$ cat src/rtl/core/drfs_pkg.sv
// Types and constants shared by the data-row field splitter modules.
package drfs_pkg;

    typedef enum logic [2:0] {
        PH_CNT_HI = 3'd0,
        PH_CNT_LO = 3'd1,
        PH_LEN0   = 3'd2,
        PH_LEN1   = 3'd3,
        PH_LEN2   = 3'd4,
        PH_LEN3   = 3'd5,
        PH_VALUE  = 3'd6
    } t_phase;

    typedef enum logic [1:0] {
        K_HEADER = 2'd0,
        K_BYTE   = 2'd1,
        K_ROW    = 2'd2,
        K_ERROR  = 2'd3
    } t_kind;

    typedef enum logic {
        E_INCOMPLETE = 1'b0,
        E_INVALID    = 1'b1
    } t_err;

    typedef struct packed {
        t_phase      phase;
        logic [30:0] byte_position;
        logic [14:0] columns_left;
        logic [14:0] column_counter;
        logic [31:0] gather_shift;
        logic [30:0] value_bytes_left;
        logic        discard_flag;
    } t_state;

    typedef struct packed {
        t_kind       kind;
        logic [14:0] column_number;
        logic        is_null;
        logic [30:0] value_len;
        logic [7:0]  value_byte;
        logic        value_end;
        t_err        error_code;
        logic        last_of_item;
    } t_result;

    typedef struct packed {
        logic [1:0] nres;
        t_result    res0;
        t_result    res1;
    } t_step;

    localparam int IN_TDATA_W  = 40;
    localparam int OUT_TDATA_W = 64;

    function automatic t_result f_res(t_kind kind, logic [14:0] col, logic nul,
                                      logic [30:0] vlen, logic [7:0] vbyte,
                                      logic vend, t_err ecode);
        t_result r;
        r.kind          = kind;
        r.column_number = col;
        r.is_null       = nul;
        r.value_len     = vlen;
        r.value_byte    = vbyte;
        r.value_end     = vend;
        r.error_code    = ecode;
        r.last_of_item  = 1'b0;
        return r;
    endfunction

endpackage

$ cat src/rtl/core/drfs_step.sv
// Per-byte parse step: next parser state and the results caused by one transfer.
module drfs_step
    import drfs_pkg::*;
(
    input  t_state      i_state,
    input  logic [7:0]  i_data_byte,
    input  logic [30:0] i_payload_length,
    input  logic        i_has_byte,
    output t_state      o_next,
    output t_step       o_step
);

    function automatic logic f_left_ge(logic [30:0] len, logic [30:0] pos,
                                       logic [31:0] need);
        logic [31:0] diff;
        diff = {1'b0, len} - {1'b0, pos};
        return (pos <= len) && (diff >= need);
    endfunction

    t_state      n_st;
    t_result     res0;
    t_result     res1;
    logic [1:0]  nres;
    logic        fin;
    logic        do_adv;
    logic [14:0] adv_cl;
    logic [30:0] len;
    logic [30:0] pos;
    logic [15:0] cnt;
    logic [31:0] v;
    logic [30:0] vbl;
    t_result     adv_res;

    always_comb begin
        n_st    = i_state;
        res0    = '0;
        res1    = '0;
        nres    = 2'd0;
        fin     = 1'b0;
        do_adv  = 1'b0;
        adv_cl  = '0;
        adv_res = '0;
        len     = i_payload_length;
        pos     = i_state.byte_position + 31'd1;
        cnt     = {i_state.gather_shift[7:0], i_data_byte};
        v       = {i_state.gather_shift[23:0], i_data_byte};
        vbl     = i_state.value_bytes_left;

        if (!i_has_byte) begin
            if (i_state.byte_position == '0 && i_state.phase == PH_CNT_HI &&
                !i_state.discard_flag) begin
                res0 = f_res(K_ERROR, '0, 1'b0, '0, '0, 1'b0, E_INCOMPLETE);
                nres = 2'd1;
            end
        end else begin
            if (!i_state.discard_flag) begin
                case (i_state.phase)
                    PH_CNT_HI: begin
                        if (len < 31'd2) begin
                            res0 = f_res(K_ERROR, '0, 1'b0, '0, '0, 1'b0, E_INCOMPLETE);
                            nres = 2'd1;
                            fin  = 1'b1;
                        end else begin
                            n_st.gather_shift = {24'd0, i_data_byte};
                            n_st.phase        = PH_CNT_LO;
                        end
                    end
                    PH_CNT_LO: begin
                        if (cnt[15]) begin
                            res0 = f_res(K_ERROR, '0, 1'b0, '0, '0, 1'b0, E_INVALID);
                            nres = 2'd1;
                            fin  = 1'b1;
                        end else if (len < 31'd2 ||
                                     {16'd0, cnt[14:0]} > ((len - 31'd2) >> 2)) begin
                            res0 = f_res(K_ERROR, '0, 1'b0, '0, '0, 1'b0, E_INCOMPLETE);
                            nres = 2'd1;
                            fin  = 1'b1;
                        end else begin
                            n_st.columns_left   = cnt[14:0];
                            n_st.column_counter = '0;
                            do_adv              = 1'b1;
                            adv_cl              = cnt[14:0];
                        end
                    end
                    PH_LEN0: begin
                        n_st.gather_shift = v;
                        n_st.phase        = PH_LEN1;
                    end
                    PH_LEN1: begin
                        n_st.gather_shift = v;
                        n_st.phase        = PH_LEN2;
                    end
                    PH_LEN2: begin
                        n_st.gather_shift = v;
                        n_st.phase        = PH_LEN3;
                    end
                    PH_LEN3: begin
                        if (v == 32'hFFFF_FFFF) begin
                            res0 = f_res(K_HEADER, i_state.column_counter, 1'b1, '0, '0,
                                         1'b0, E_INCOMPLETE);
                            nres = 2'd1;
                            do_adv = 1'b1;
                        end else if (v[31]) begin
                            res0 = f_res(K_ERROR, '0, 1'b0, '0, '0, 1'b0, E_INVALID);
                            nres = 2'd1;
                            fin  = 1'b1;
                        end else if (!f_left_ge(len, pos, v)) begin
                            res0 = f_res(K_ERROR, '0, 1'b0, '0, '0, 1'b0, E_INCOMPLETE);
                            nres = 2'd1;
                            fin  = 1'b1;
                        end else begin
                            res0 = f_res(K_HEADER, i_state.column_counter, 1'b0, v[30:0],
                                         '0, 1'b0, E_INCOMPLETE);
                            nres = 2'd1;
                            if (v == '0) begin
                                do_adv = 1'b1;
                            end else begin
                                n_st.value_bytes_left = v[30:0];
                                n_st.phase            = PH_VALUE;
                            end
                        end
                    end
                    default: begin
                        if (vbl != '0) begin
                            vbl = vbl - 31'd1;
                        end
                        n_st.value_bytes_left = vbl;
                        res0 = f_res(K_BYTE, i_state.column_counter, 1'b0, '0, i_data_byte,
                                     (vbl == '0), E_INCOMPLETE);
                        nres = 2'd1;
                        do_adv = (vbl == '0);
                    end
                endcase

                // close the column before moving on
                if (do_adv && i_state.phase != PH_CNT_LO) begin
                    n_st.column_counter = i_state.column_counter + 15'd1;
                    n_st.columns_left   = i_state.columns_left - 15'd1;
                    adv_cl              = i_state.columns_left - 15'd1;
                end

                if (do_adv) begin
                    if (adv_cl == '0) begin
                        if (pos != len) begin
                            adv_res = f_res(K_ERROR, '0, 1'b0, '0, '0, 1'b0, E_INVALID);
                        end else begin
                            adv_res = f_res(K_ROW, '0, 1'b0, '0, '0, 1'b0, E_INCOMPLETE);
                        end
                        fin = 1'b1;
                    end else if (!f_left_ge(len, pos, 32'd4)) begin
                        adv_res = f_res(K_ERROR, '0, 1'b0, '0, '0, 1'b0, E_INCOMPLETE);
                        fin     = 1'b1;
                    end else begin
                        n_st.gather_shift = '0;
                        n_st.phase        = PH_LEN0;
                    end
                    if (fin) begin
                        if (nres == 2'd0) begin
                            res0 = adv_res;
                        end else begin
                            res1 = adv_res;
                        end
                        nres = nres + 2'd1;
                    end
                end
            end

            if (pos >= len) begin
                n_st = '0;
            end else begin
                n_st.byte_position = pos;
                if (fin) begin
                    n_st.discard_flag = 1'b1;
                end
            end
        end

        if (nres == 2'd2) begin
            res1.last_of_item = 1'b1;
        end else begin
            res0.last_of_item = 1'b1;
        end
    end

    assign o_next      = n_st;
    assign o_step.nres = nres;
    assign o_step.res0 = res0;
    assign o_step.res1 = res1;

endmodule

$ cat src/rtl/core/data_row_field_splitter.sv
// Top level of the data-row field splitter: parser state, result queue and stream ports.
//
// Takes one data-row payload byte per transfer and returns column headers, value
// bytes, a row-complete mark or an error. A byte is accepted in every cycle while
// the two-entry result queue has a free entry; the parse of a byte completes in the
// cycle it is accepted and its results are registered in the result queue before
// they reach the output. A byte that causes one result sustains one byte per cycle
// while m_axis_tready is high; a byte that causes two results (a column header or final
// value byte that also ends the column with a row-complete or error) holds the single
// output port for both, one after the other. Bytes with no result use no queue entry.
module data_row_field_splitter
    import drfs_pkg::*;
(
    input  logic                   i_clk,
    input  logic                   i_rst_n,
    input  logic                   s_axis_tvalid,
    output logic                   s_axis_tready,
    // data_byte [7:0], payload_length [38:8], zero [39]
    input  logic [IN_TDATA_W-1:0]  s_axis_tdata,
    // has_byte [0]
    input  logic                   s_axis_tuser,
    output logic                   m_axis_tvalid,
    input  logic                   m_axis_tready,
    // column_number [14:0], is_null [15], value_len [46:16], value_byte [54:47],
    // value_end [55], error_code [56], zero [63:57]
    output logic [OUT_TDATA_W-1:0] m_axis_tdata,
    // kind [1:0]
    output logic [1:0]             m_axis_tuser,
    output logic                   m_axis_tlast
);

    t_state     r_state;
    t_state     n_state;
    t_step      step;
    t_step      r_q [2];
    logic       r_wp;
    logic       r_rp;
    logic       r_sub;
    logic [1:0] r_cnt;
    logic       in_xfer;
    logic       push;
    logic       pop;
    t_step      head;
    t_result    cur;

    drfs_step u_step (
        .i_state          (r_state),
        .i_data_byte      (s_axis_tdata[7:0]),
        .i_payload_length (s_axis_tdata[38:8]),
        .i_has_byte       (s_axis_tuser),
        .o_next           (n_state),
        .o_step           (step)
    );

    assign s_axis_tready = (r_cnt != 2'd2);
    assign in_xfer       = s_axis_tvalid && s_axis_tready;
    assign push          = in_xfer && (step.nres != 2'd0);

    assign head          = r_q[r_rp];
    assign cur           = r_sub ? head.res1 : head.res0;
    assign m_axis_tvalid = (r_cnt != 2'd0);
    assign pop           = m_axis_tvalid && m_axis_tready && (r_sub || head.nres != 2'd2);

    assign m_axis_tdata  = {7'd0, cur.error_code, cur.value_end, cur.value_byte,
                            cur.value_len, cur.is_null, cur.column_number};
    assign m_axis_tuser  = cur.kind;
    assign m_axis_tlast  = cur.last_of_item;

    always_ff @(posedge i_clk) begin
        if (!i_rst_n) begin
            r_state <= '0;
            r_wp    <= 1'b0;
            r_rp    <= 1'b0;
            r_sub   <= 1'b0;
            r_cnt   <= 2'd0;
        end else begin
            if (in_xfer) begin
                r_state <= n_state;
            end
            if (push) begin
                r_wp <= ~r_wp;
            end
            if (m_axis_tvalid && m_axis_tready) begin
                if (pop) begin
                    r_rp  <= ~r_rp;
                    r_sub <= 1'b0;
                end else begin
                    r_sub <= 1'b1;
                end
            end
            case ({push, pop})
                2'b10:   r_cnt <= r_cnt + 2'd1;
                2'b01:   r_cnt <= r_cnt - 2'd1;
                default: r_cnt <= r_cnt;
            endcase
        end
    end

    always_ff @(posedge i_clk) begin
        if (push) begin
            r_q[r_wp] <= step;
        end
    end

endmodule
$ cat config.mk
export PLATFORM = sky130hd
export DESIGN_NAME = data_row_field_splitter
export DESIGN_NICKNAME = d
export VERILOG_FILES = /design/src/rtl/core/drfs_pkg.sv /design/src/rtl/core/drfs_step.sv /design/src/rtl/core/data_row_field_splitter.sv
export SDC_FILE = /design/constraint.sdc
export NUM_CORES = 1
export LEC_CHECK = 0
export BUFFER_PORTS_ARGS = -buffer_cell sky130_fd_sc_hd__buf_2
export CAP_MARGIN = 0
export CORE_MARGIN = 1.5
export CORE_UTILIZATION = 30
export CTS_CLUSTER_SIZE = 10
export DETAILED_ROUTE_END_ITERATION = 6
export GPL_TIMING_DRIVEN = 0
export MAX_ROUTING_LAYER = met4
export SLEW_MARGIN = 40
export SYNTH_ARGS = -nofsm -noshare
export SYNTH_HDL_FRONTEND = slang
export SYNTH_SLANG_ARGS = --single-unit
$ cat constraint.sdc
create_clock -name i_clk -period 15.7 [get_ports i_clk]
set_clock_uncertainty 0.05 [all_clocks]
set_input_delay 2.355 -clock i_clk [delete_from_list [all_inputs] [get_ports i_clk]]
set_output_delay 2.355 -clock i_clk [all_outputs]
set_load 0.1 [all_outputs]
==> results.toml <==
[sta]
tightestPinTransition_ps = 930
tns_ps = 0
worst_slack_ps = 5990
setup_violations = 0
maxSlewViolCount = 0
final.min_clock_period_ps = 9710
hold_viol = 0
finalCritPeriodShare_pct = 61.8
timing.slew.headroom_pct = 37.9
max_freq_mhz = 103
grt_setup_unrepaired = "no"

[status]
status = "finished, final reports clean"

[global_routing]
grt_pass1_vias = 14691
grt_usage_pct = 20.3
grt_max_degree = 41
antenna_found_initial = 0
grt_first_pass_wirelength_mm = 87.8
grt_overflow = 0

[power]
power_frac_seq_pct = 34.6
p_sw_w = 0.000878
leakagePower_nw = 6.98
p_per_area_nw_per_um2 = 113
clkPwrFrac_pct = 31.3
combPwrFrac_pct = 34.1
p_sw_share_pct = 40.2
p_int_w = 0.00131
ir_drop_v = 0.0000917

[yosys]
synthFlopType = "edfxtp_1"
synth-edff-count = 132
netlist_area_sq_um = 16900
synth_cell_types = 89
seq_area_frac_synth_pct = 38.5
syn_inst = 1911
syn_area_per_cell_sq_um = 8.83
ys_async_sr_fraction_pct = 0
ys_seq_elements = 258
yosysWarnings = 0

[floorplan]
dieWidth_um = 240
placeableCoreArea_sq_um = 55300
io_pins = 114
start_util_pct = 30.5
num_rows = 86
dieArea_sq_um = 57700
die_h_um = 240

[setup_path]
r2r_slack_ps = 5990
cpMaxStageDelayCell = "and3b_4"
crit_path_end_kind = "register"
worst-path-buf-inv = 3
path_common_cell = "and3_1"
crit_fanout = 34
arrival_ps = 9900
cp-start-kind = "register"
max_stage_delay_ps = 600
rr_endpoint = "r_q[0][92]$_DFFE_PP_"
crit_family = "simple AND/OR/NAND/NOR gates"
reg2reg_depth = 32
critical_path_class = "register to register"
r2r-start = "r_state[100]$_SDFFE_PN0P_"
crit_required_ps = 15890

[clocking]
numCtsBuffers = 31
cts_buffer_depth = 3
cts_sinks = 258
cts_hold_buf = 0
clkTransAtPathRegs_ps = 60
htree_num_levels = 1
clk-insertion-delay-late_ps = 590
cts_root_buf = "clkbuf_16"
post_cts_buffers = 0
cts_tree = "yes"
post_cts_resize_count = 0

[routing]
wl_per_cell_um = 20.5
drt_first_pass_iters = 7
drt_wl_total_mm = 57.9
drt_iter0_markers = 1593
vias = 15660
antenna_left = 0
vias_per_cell = 5.54
drc = 0

[placed_design]
io_buffers = 104
dpl.hpwl_mm = 44.9
dpl_cell_area_sq_um = 18400
dp_slack_ps = 5820
place_congestion = 0.915

[layout]
nets = 2189
drive_gt1_share_pct = 9.81
post-route-cell-area_sq_um = 19400
areaGrowthSynthToFinish_pct = 14.8
n_fill_cell = 5811

[worst_hold_path]
worstHoldEndpoint = "r_state[93]$_SDFFE_PN0P_"
hp-start = "r_state[93]$_SDFFE_PN0P_"
min_path_cells = 2
hold_path.class = "register to register"

[run]
maxCapViolations = 0
-- power by group through the flow --
stage	sequential, W	combinational [W]	clock (W)
2_1_floorplan	0.000769	0.000590	0
3_3_place_gp	0.000773	0.000734	0
3_5_place_dp	0.000771	0.000744	0
4_1_cts	0.000757	0.000746	0.000695
5_1_grt	0.000759	0.000785	0.000723
6_report	0.000757	0.000745	0.000684
-- routing by layer --
metal	share of wire (%)	track usage (%)	wire (um)
met5	0	-	0
met4	2.7	5.70	1540
met3	6.8	2.63	3940
met2	44	31.3	25600
met1	46	27.9	26700
-- sequential cells by signal, indices dropped and copies added (netlist names), named ones only --
register,cells
r_state,120
r_cnt,2
r_wp,1
r_q,132
r_sub,1
r_rp,1
-- kinds of logic after synthesis --
logic type	after synthesis	share of synthesized area [%]
AND/OR/NAND/NOR	772	23.9
AO/OA/AOI/OAI	450	17.4
flip-flops	258	38.5
buffers and inverters	179	4.31
adder cells (fa/ha/maj)	87	6.50
XOR/XNOR	83	4.31
multiplexers	81	5.12
other	1	0.0222
-- Yosys cell counts (all sizes together), types with 19 or more instances --
master / instances / area (sq um)
xnor2: 58 / 508
o21ai: 86 / 434
nand2b: 22 / 138
or4: 21 / 165
inv: 69 / 259
nor3: 78 / 395
ha: 86 / 1080
buf: 25 / 149
xor2: 25 / 219
and3: 30 / 188
nand3: 39 / 195
nor4: 39 / 263
nand2: 139 / 522
a22oi: 20 / 150
clkbuf: 85 / 319
nand4: 42 / 263
a22o: 27 / 236
dfxtp: 126 / 2520
o211ai: 19 / 143
a31oi: 19 / 125
edfxtp: 132 / 3960
mux2i: 75 / 751
o22ai: 19 / 119
a21oi: 134 / 671
and2: 58 / 363
nor2: 199 / 747
or3: 33 / 206
nor3b: 21 / 169
-- placed cells by master (no fill, tap or decap), types with 17 or more instances in the layout --
cell type  Yosys  layout
xor2_1        25      25
xnor2_1       58      58
nand2_1      139     139
a22o_1        27      27
clkbuf_16      0      32
nor3b_1       20      20
o22ai_1       19      19
nand4_1       42      42
dfxtp_1      126     126
or4_1         19      19
a21oi_1      134     134
a31oi_1       18      18
nor3_1        77      76
nor2_1       199     199
and3_1        30      29
edfxtp_1     132     132
nand2b_1      22      22
ha_1          86      86
o21a_1        18      18
o21ai_0       80      80
buf_2          8     112
inv_1         69      69
a211oi_1      18      17
nor4_1        36      36
nand3_1       39      39
a22oi_1       20      20
o211ai_1      19      19
clkbuf_1      85     103
or3_1         33      33
and2_1        56      56
mux2i_1       75      75
-- cell type report --
type | instances | area, sq um | area share (%)
diodes | 1 | 2.50 | 0.0129
plain buffers | 110 | 468 | 2.42
clock buffers | 50 | 868 | 4.48
clock inverters | 5 | 78.8 | 0.407
inverters | 69 | 259 | 1.34
multi-input cells | 1480 | 9700 | 50.1
flip-flops and latches | 258 | 6490 | 33.5
well taps | 748 | 936 | 4.83
repair buffers | 107 | 572 | 2.95
-- per-stage QoR --
stage / instances / util (%) / total power (W) / hold WS, ps
6_report: 2828 / 35.0 / 0.00219 / 424
2_1_floorplan: 1917 / - / 0.00136 / 393
5_1_grt: 2827 / 35.0 / 0.00227 / 466
3_5_place_dp: 2772 / 33.3 / 0.00152 / 413
4_1_cts: 2827 / 35.0 / 0.00220 / 420
3_3_place_gp: 2769 / 33.2 / 0.00151 / 405
-- how the worst max path moves through the flow --
| stage | slack [ps] | startpoint | endpoint | cells past startpoint |
|---|---|---|---|---|
| 2_1_floorplan | 6360 | s_axis_tdata[8] | r_q[1][0]$_DFFE_PP_ | 23 |
| 3_3_place_gp | 3930 | s_axis_tdata[8] | r_q[1][93]$_DFFE_PP_ | 24 |
| 3_5_place_dp | 5820 | s_axis_tdata[18] | r_q[0][96]$_DFFE_PP_ | 25 |
| 4_1_cts | 6100 | r_state[100]$_SDFFE_PN0P_ | r_q[0][92]$_DFFE_PP_ | 32 |
| 5_1_grt | 5210 | r_state[100]$_SDFFE_PN0P_ | r_q[0][95]$_DFFE_PP_ | 32 |
| 6_report | 5990 | r_state[100]$_SDFFE_PN0P_ | r_q[0][92]$_DFFE_PP_ | 32 |
-- worst reg2reg max path, delay by kind of cell (launching register included) --
family,cells,cell delay [ps]
compound gates,10,2630
xor+xnor,1,230
fa+ha+maj,3,950
buf+inv,3,810
flops,1,300
mux,1,120
simple gates,14,4250
Note: power is estimated with default switching activity, not from simulation.
